<file path="src/weighted_load_balance_scheduler_top_assert.svh">
// Assertion macros for the weighted load-balance scheduler.
`ifndef WEIGHTED_LOAD_BALANCE_SCHEDULER_TOP_ASSERT_SVH
`define WEIGHTED_LOAD_BALANCE_SCHEDULER_TOP_ASSERT_SVH
`ifndef SYNTH
`define WLB_ASSERT_IMPLY(label, clk, rst_n, ante, cons) \
	label: assert property (@(posedge clk) disable iff (!rst_n) (ante) |-> (cons)) \
		else $error("assertion failed");
`define WLB_ASSERT_NEXT(label, clk, rst_n, ante, cons) \
	label: assert property (@(posedge clk) disable iff (!rst_n) (ante) |=> (cons)) \
		else $error("assertion failed");
`else
`define WLB_ASSERT_IMPLY(label, clk, rst_n, ante, cons)
`define WLB_ASSERT_NEXT(label, clk, rst_n, ante, cons)
`endif
`endif

</file>
<file path="src/wlb_pkg.sv">
// Shared constants, types and helpers of the load-balance scheduler.
`default_nettype none
package wlb_pkg;
	localparam int NPROC = 16;
	localparam int IW = $clog2(NPROC);
	localparam int PW = IW + 1;
	localparam int TOT_W = 37;
	localparam int SW_W = 21;
	localparam int W = 40;
	localparam int DVD_W = TOT_W + 16;
	localparam int DVS_W = SW_W;
	localparam int DC_W = $clog2(DVD_W + 1);

	typedef enum logic [14:0] {
		ST_LOAD  = 15'b000000000000001,
		ST_GRD   = 15'b000000000000010,
		ST_GMUL  = 15'b000000000000100,
		ST_GDIV  = 15'b000000000001000,
		ST_GWR   = 15'b000000000010000,
		ST_SA    = 15'b000000000100000,
		ST_SB    = 15'b000000001000000,
		ST_SC    = 15'b000000010000000,
		ST_SD    = 15'b000000100000000,
		ST_PTOP  = 15'b000001000000000,
		ST_PS    = 15'b000010000000000,
		ST_PIN   = 15'b000100000000000,
		ST_PR    = 15'b001000000000000,
		ST_PEMIT = 15'b010000000000000,
		ST_DONE  = 15'b100000000000000
	} state_t;

	function automatic logic [31:0] sat32(input logic signed [W-1:0] v);
		logic [31:0] r;
		if (v < 0) r = '0;
		else if (v > $signed({{(W-32){1'b0}}, 32'hFFFF_FFFF})) r = 32'hFFFF_FFFF;
		else r = v[31:0];
		return r;
	endfunction
endpackage
`default_nettype wire

</file>
<file path="src/wlb_div.sv">
// Restoring divider, one quotient bit per cycle.
`default_nettype none
module wlb_div import wlb_pkg::*; (
	input  wire logic             clk,
	input  wire logic             arst_n,
	input  wire logic             go,
	input  wire logic [DVD_W-1:0] dividend,
	input  wire logic [DVS_W-1:0] divisor,
	output logic                  idle,
	output logic [DVD_W-1:0]      quotient
);
	logic [DC_W-1:0]  cnt_q;
	logic [DVS_W-1:0] rem_q;
	logic [DVD_W-1:0] quo_q;
	logic [DVS_W-1:0] dvs_q;
	logic [DVS_W:0]   trial;

	assign trial = {rem_q, quo_q[DVD_W-1]};

	always_ff @(posedge clk or negedge arst_n) begin
		if (!arst_n) begin
			cnt_q <= '0;
		end else if (go) begin
			cnt_q <= DC_W'(DVD_W);
		end else if (cnt_q != '0) begin
			cnt_q <= cnt_q - 1'b1;
		end
	end

	always_ff @(posedge clk) begin
		if (go) begin
			rem_q <= '0;
			quo_q <= dividend;
			dvs_q <= divisor;
		end else if (cnt_q != '0) begin
			if (trial >= {1'b0, dvs_q}) begin
				rem_q <= DVS_W'(trial - {1'b0, dvs_q});
				quo_q <= {quo_q[DVD_W-2:0], 1'b1};
			end else begin
				rem_q <= trial[DVS_W-1:0];
				quo_q <= {quo_q[DVD_W-2:0], 1'b0};
			end
		end
	end

	assign idle = (cnt_q == '0);
	assign quotient = quo_q;
endmodule
`default_nettype wire

</file>
<file path="config.mk">
export PLATFORM = sky130hd
export DESIGN_NAME = wlb_div
export DESIGN_NICKNAME = d
export VERILOG_FILES = /design/src/weighted_load_balance_scheduler_top_assert.svh /design/src/wlb_pkg.sv /design/src/wlb_div.sv
export SDC_FILE = /design/constraint.sdc
export NUM_CORES = 1
export LEC_CHECK = 0
export BUFFER_PORTS_ARGS = -buffer_cell sky130_fd_sc_hd__buf_2
export CAP_MARGIN = 10
export CORE_MARGIN = 2
export CORE_UTILIZATION = 35
export DETAILED_ROUTE_END_ITERATION = 16
export GPL_TIMING_DRIVEN = 0
export PLACE_DENSITY = 0.56
export SKIP_CTS_REPAIR_TIMING = 1
export SYNTH_ARGS = -nofsm -noshare
export SYNTH_HDL_FRONTEND = slang
export SYNTH_SLANG_ARGS = --single-unit
</file>
<file path="constraint.sdc">
create_clock -name clk -period 2.87 [get_ports clk]
set_input_delay 0.4305 -clock clk [delete_from_list [all_inputs] [get_ports clk]]
set_output_delay 0.4305 -clock clk [all_outputs]
set_load 0.005 [all_outputs]
</file>
==> flow_summary.html <==
<table>
<tr><th>Metric</th><th>Value</th></tr>
<tr><th colspan="2">Outcome</th></tr>
<tr><td>Run status</td><td>finished, final reports clean</td></tr>
<tr><th colspan="2">Floorplan</th></tr>
<tr><td>Starting Density</td><td>around 36%</td></tr>
<tr><td>Core box area</td><td>14600 µm²</td></tr>
<tr><td>Num ports</td><td>131</td></tr>
<tr><td>Die area</td><td>between 15000 and 20000 µm²</td></tr>
<tr><td>Die Ht</td><td>127 µm</td></tr>
<tr><td>Standard-cell rows</td><td>between 40 and 50</td></tr>
<tr><td>Die width</td><td>roughly 130 µm</td></tr>
<tr><th colspan="2">STA</th></tr>
<tr><td>Number of setup violations in the final report</td><td>0</td></tr>
<tr><td>Part of the cycle the worst path needs</td><td>95.9%</td></tr>
<tr><td>RSZ-0062 raised after global routing</td><td>no</td></tr>
<tr><td>Worst slew slack as a fraction of its limit</td><td>about 54%</td></tr>
<tr><td>Min Tclk post-route</td><td>2.75 ns</td></tr>
<tr><td>Final hold violations</td><td>0</td></tr>
<tr><td>Transition time at the pin with the least slew margin</td><td>between 0.6 and 0.7 ns</td></tr>
<tr><td>Clock Skew</td><td>roughly 0.011 ns</td></tr>
<tr><td>Highest achievable clock rate</td><td>363 MHz</td></tr>
<tr><td>Max-slew violations</td><td>0</td></tr>
<tr><th colspan="2">Clock tree</th></tr>
<tr><td>Root Buffer Master</td><td>sky130_fd_sc_hd__clkbuf_16</td></tr>
<tr><td>Number of sinks handled by clock tree synthesis</td><td>101</td></tr>
<tr><td>Clk Latency, worst-skew pair</td><td>between 0.3 and 0.4 ns</td></tr>
<tr><td>Maximum number of buffers from clock root to sink</td><td>2</td></tr>
<tr><td>Clk pin slew, worst setup/hold paths</td><td>0.08 ns</td></tr>
<tr><td>TritonCTS clock tree</td><td>built</td></tr>
<tr><td>Num CTS Buffers</td><td>9</td></tr>
<tr><td>Number of H-tree branching levels</td><td>3</td></tr>
<tr><th colspan="2">Hold path</th></tr>
<tr><td>Type of the most critical hold path</td><td>primary input to flip-flop</td></tr>
<tr><th colspan="2">Power and ir drop</th></tr>
<tr><td>Max rail drop VDD</td><td>0.000378 V</td></tr>
<tr><td>Share of total power in sequential cells</td><td>roughly 40%</td></tr>
<tr><td>Power Dens Cells</td><td>767 nW/µm²</td></tr>
<tr><td>Total Power Consumption</td><td>around 0.005 W</td></tr>
<tr><td>Share of total power consumed by net switching</td><td>34.8%</td></tr>
<tr><td>Combinational power share</td><td>36.4%</td></tr>
<tr><td>Switching pwr</td><td>between 0.0015 and 0.002 W</td></tr>
<tr><td>Static leakage power</td><td>2.78 nW</td></tr>
<tr><td>Pint</td><td>0.00326 W</td></tr>
<tr><td>Proportion of power drawn by the clock network</td><td>23.9%</td></tr>
<tr><th colspan="2">Detailed routing</th></tr>
<tr><td>Via density per instance</td><td>between 5 and 6</td></tr>
<tr><td>DRT Wirelength</td><td>around 13 mm</td></tr>
<tr><td>Initial DRC Count</td><td>between 200 and 250</td></tr>
<tr><td>Vias after detailed routing</td><td>4019</td></tr>
<tr><td>Final antenna-violating net count</td><td>0</td></tr>
<tr><td>Remaining design rule violation count</td><td>0</td></tr>
<tr><td>Drt pass-1 iters</td><td>4</td></tr>
<tr><td>Routed WL per cell</td><td>~16 µm</td></tr>
<tr><th colspan="2">Logic synthesis</th></tr>
<tr><td>Async S/R FF share, synth</td><td>5.94%</td></tr>
<tr><td>Area fraction in and, or, nand and nor cells after synthesis</td><td>8.91%</td></tr>
<tr><td>Post-synthesis share of cell area spent on full adders, half adders and majority gates</td><td>under 10%</td></tr>
<tr><td>Synthesis Warnings</td><td>0</td></tr>
<tr><td>Cell taking the most area after synthesis</td><td>sky130_fd_sc_hd__edfxtp_1</td></tr>
<tr><td>Synthesized instance count</td><td>450</td></tr>
<tr><td>Xor and xnor fraction of the mapped netlist area</td><td>2.15%</td></tr>
<tr><td>Number of nets in the synthesized netlist</td><td>between 500 and 600</td></tr>
<tr><td>Commonest cells in the synthesized netlist</td><td>sky130_fd_sc_hd__edfxtp_1 (74), sky130_fd_sc_hd__mux2_2 (53), sky130_fd_sc_hd__inv_1 (33), sky130_fd_sc_hd__nor2_1 (31), sky130_fd_sc_hd__a21oi_1 (25)</td></tr>
<tr><td>Synth area leaders</td><td>sky130_fd_sc_hd__edfxtp_1 (42%), sky130_fd_sc_hd__mux2_2 (11%), sky130_fd_sc_hd__dfxtp_1 (7.9%)</td></tr>
<tr><td>Combinational family with the most area after synthesis</td><td>compound AO/OA/AOI/OAI gates</td></tr>
<tr><td>Post-synth EDFFs</td><td>74</td></tr>
<tr><td>Count of state elements after synthesis</td><td>roughly 100</td></tr>
<tr><td>Library cell with the highest instance count after synthesis</td><td>sky130_fd_sc_hd__edfxtp_1</td></tr>
<tr><td>Avg Cell Area, Syn</td><td>11.8 µm²</td></tr>
<tr><td>Mapped cell area</td><td>5290 µm²</td></tr>
<tr><td>Share of Yosys cell area claimed by the top area cell type</td><td>between 40% and 50%</td></tr>
<tr><td>Cell variety after synth</td><td>60</td></tr>
<tr><td>Compound-cell area share of the yosys netlist</td><td>about 14%</td></tr>
<tr><td>Top flip-flop cell by instance count after synthesis</td><td>sky130_fd_sc_hd__edfxtp_1</td></tr>
<tr><td>Portion of netlist area occupied by mux cells</td><td>approximately an eighth</td></tr>
<tr><td>Seq/Total Area, Yosys</td><td>52.8%</td></tr>
<tr><th colspan="2">Finish</th></tr>
<tr><td>Number of diodes added for antenna fixing</td><td>0</td></tr>
<tr><td>Area delta synth-&gt;final</td><td>23.0%</td></tr>
<tr><td>Total number of nets in the final design</td><td>693</td></tr>
<tr><td>Final Core Density</td><td>44.5%</td></tr>
<tr><td>Filler cells</td><td>1421</td></tr>
<tr><td>Ratio of cells with drive above 1 in the final layout</td><td>36.3%</td></tr>
<tr><th colspan="2">Critical path</th></tr>
<tr><td>Reg2Reg Launch Point</td><td>quotient[52]</td></tr>
<tr><td>Reg2Reg Depth</td><td>11</td></tr>
<tr><td>Critical path startpoint category</td><td>flip-flop</td></tr>
<tr><td>Critical path launch point</td><td>quotient[52]</td></tr>
<tr><td>Data required time of the critical path</td><td>2.98 ns</td></tr>
<tr><td>Reg-to-reg critical path endpoint</td><td>quotient[0]</td></tr>
<tr><td>Worst setup EP type</td><td>flip-flop</td></tr>
<tr><td>Reg2reg setup slack</td><td>between 0.1 and 0.15 ns</td></tr>
<tr><td>End point of the critical path</td><td>quotient[0]</td></tr>
<tr><td>Maximum net fanout on the critical path</td><td>10</td></tr>
<tr><td>Arrival @ worst endpoint</td><td>2.86 ns</td></tr>
<tr><td>Worst Setup Path Type</td><td>flip-flop to flip-flop</td></tr>
<tr><th colspan="2">Global route</th></tr>
<tr><td>Wire length of the first global-routing pass</td><td>20.7 mm</td></tr>
<tr><td>Initial antenna violation count</td><td>1</td></tr>
<tr><td>Vias in the first global route</td><td>4046</td></tr>
<tr><td>Tot GR Track Use</td><td>16.4%</td></tr>
<tr><td>Total grt overflow</td><td>0</td></tr>
<tr><td>Largest net degree at the start of global routing</td><td>35</td></tr>
<tr><th colspan="2">Flow run</th></tr>
<tr><td>Max-cap violation count</td><td>0</td></tr>
<tr><th colspan="2">Place</th></tr>
<tr><td>Total half-perimeter wirelength after legalization and detailed placement</td><td>9.39 mm</td></tr>
<tr><td>I/O Buffers</td><td>between 100 and 150</td></tr>
<tr><td>Placer Congestion</td><td>roughly 0.83</td></tr>
</table>
-- cell type report --
class / instances / area [µm²] / share of cell area (%)
buffer: 14 / 67.6 / 1.04
clock buffer: 10 / 229 / 3.52
clock inverter: 6 / 51.3 / 0.788
inverter: 34 / 128 / 1.96
multi-input combinational: 300 / 2320 / 35.7
sequential: 101 / 2790 / 42.9
tap: 184 / 230 / 3.54
timing repair buffer: 133 / 688 / 10.6
-- worst max-delay path, stage by stage, from the launching register on --
cell and delay, ns:
sky130_fd_sc_hd__edfxtp_1 0.43, sky130_fd_sc_hd__inv_1 0.08, sky130_fd_sc_hd__ha_1 0.17, sky130_fd_sc_hd__inv_1 0.06, sky130_fd_sc_hd__fa_2 0.36, sky130_fd_sc_hd__a21oi_2 0.19
sky130_fd_sc_hd__o211ai_1 0.15, sky130_fd_sc_hd__a22oi_2 0.22, sky130_fd_sc_hd__a21oi_4 0.11, sky130_fd_sc_hd__or2_4 0.29, sky130_fd_sc_hd__buf_4 0.19, sky130_fd_sc_hd__mux2_2 0.26
-- cells by family after synthesis --
family	Yosys count
fa+ha+maj	23
mux	63
xor+xnor	13
buf+inv	49
compound gates	106
flops	101
simple gates	95
-- power by group through the flow --
| stage | sequential (W) | combinational (W) | clock, W |
|---|---|---|---|
| floorplan | 0.00198 | 0.00134 | 0 |
| global placement | 0.00200 | 0.00178 | 0 |
| detailed placement | 0.00201 | 0.00180 | 0 |
| finish | 0.00198 | 0.00182 | 0.00120 |
| CTS | 0.00198 | 0.00181 | 0.00124 |
| global route | 0.00202 | 0.00204 | 0.00128 |
-- metal layers --
metal	up-vias	part of all wire (%)	GRT usage [%]
met1	1912	46	21.0
met5	-	0.10	0
li1	1975	-	-
met2	112	46	26.2
met3	18	6.7	6.20
met4	2	1.4	4.27
-- worst min-delay path by stage --
stage	from	end	slack [ns]	depth (start not counted)
6_report	divisor[2]	dvs_q[2]	0.24	1
5_1_grt	divisor[2]	dvs_q[2]	0.23	1
4_1_cts	arst_n	cnt_q[4]	-0.11	1
3_5_place_dp	arst_n	cnt_q[0]	0.27	1
3_3_place_gp	arst_n	cnt_q[0]	0.26	1
2_1_floorplan	arst_n	cnt_q[0]	0.13	0
-- placed cells by master (no fill, tap or decap), drive strengths merged, types with 3 or more instances in the layout --
cell | netlist | layout
nor2 | 32 | 32
nand3 | 5 | 5
a211oi | 16 | 16
a21o | 6 | 6
nor4 | 3 | 3
xor2 | 6 | 6
o21a | 4 | 4
xnor2 | 7 | 7
edfxtp | 74 | 74
inv | 33 | 38
a21oi | 27 | 27
a311oi | 6 | 6
dfxtp | 21 | 21
nand2b | 9 | 9
clkbuf | 13 | 22
nand2 | 21 | 21
o21ai | 24 | 24
mux2i | 10 | 10
dfrtp | 6 | 6
or3 | 3 | 3
nor3 | 6 | 6
o211ai | 3 | 3
ha | 22 | 22
o31ai | 3 | 3
a211o | 3 | 3
mux2 | 53 | 53
and2 | 3 | 3
buf | 2 | 134
-- through the flow --
stage / instances / hold WS, ns / worst slack [ns] / area [µm²] / setup TNS [ns]
floorplan: 450 / 0.135 / 0.0258 / 5290 / 0
global placement: 764 / 0.261 / -1.04 / 6170 / -55.01
detailed placement: 765 / 0.265 / -0.122 / 6190 / -4.11
CTS: 781 / -0.114 / -0.165 / 6470 / -3.13
global route: 782 / 0.232 / 0.0116 / 6510 / 0
finish: 782 / 0.244 / 0.119 / 6510 / 0
-- sequential cells by signal, indices dropped and copies added (netlist names) --
| signal | count |
|---|---|
| rem_q | 21 |
| cnt_q | 6 |
| quotient | 53 |
| dvs_q | 21 |
No activity file was read; power rests on OpenSTA's default activity.
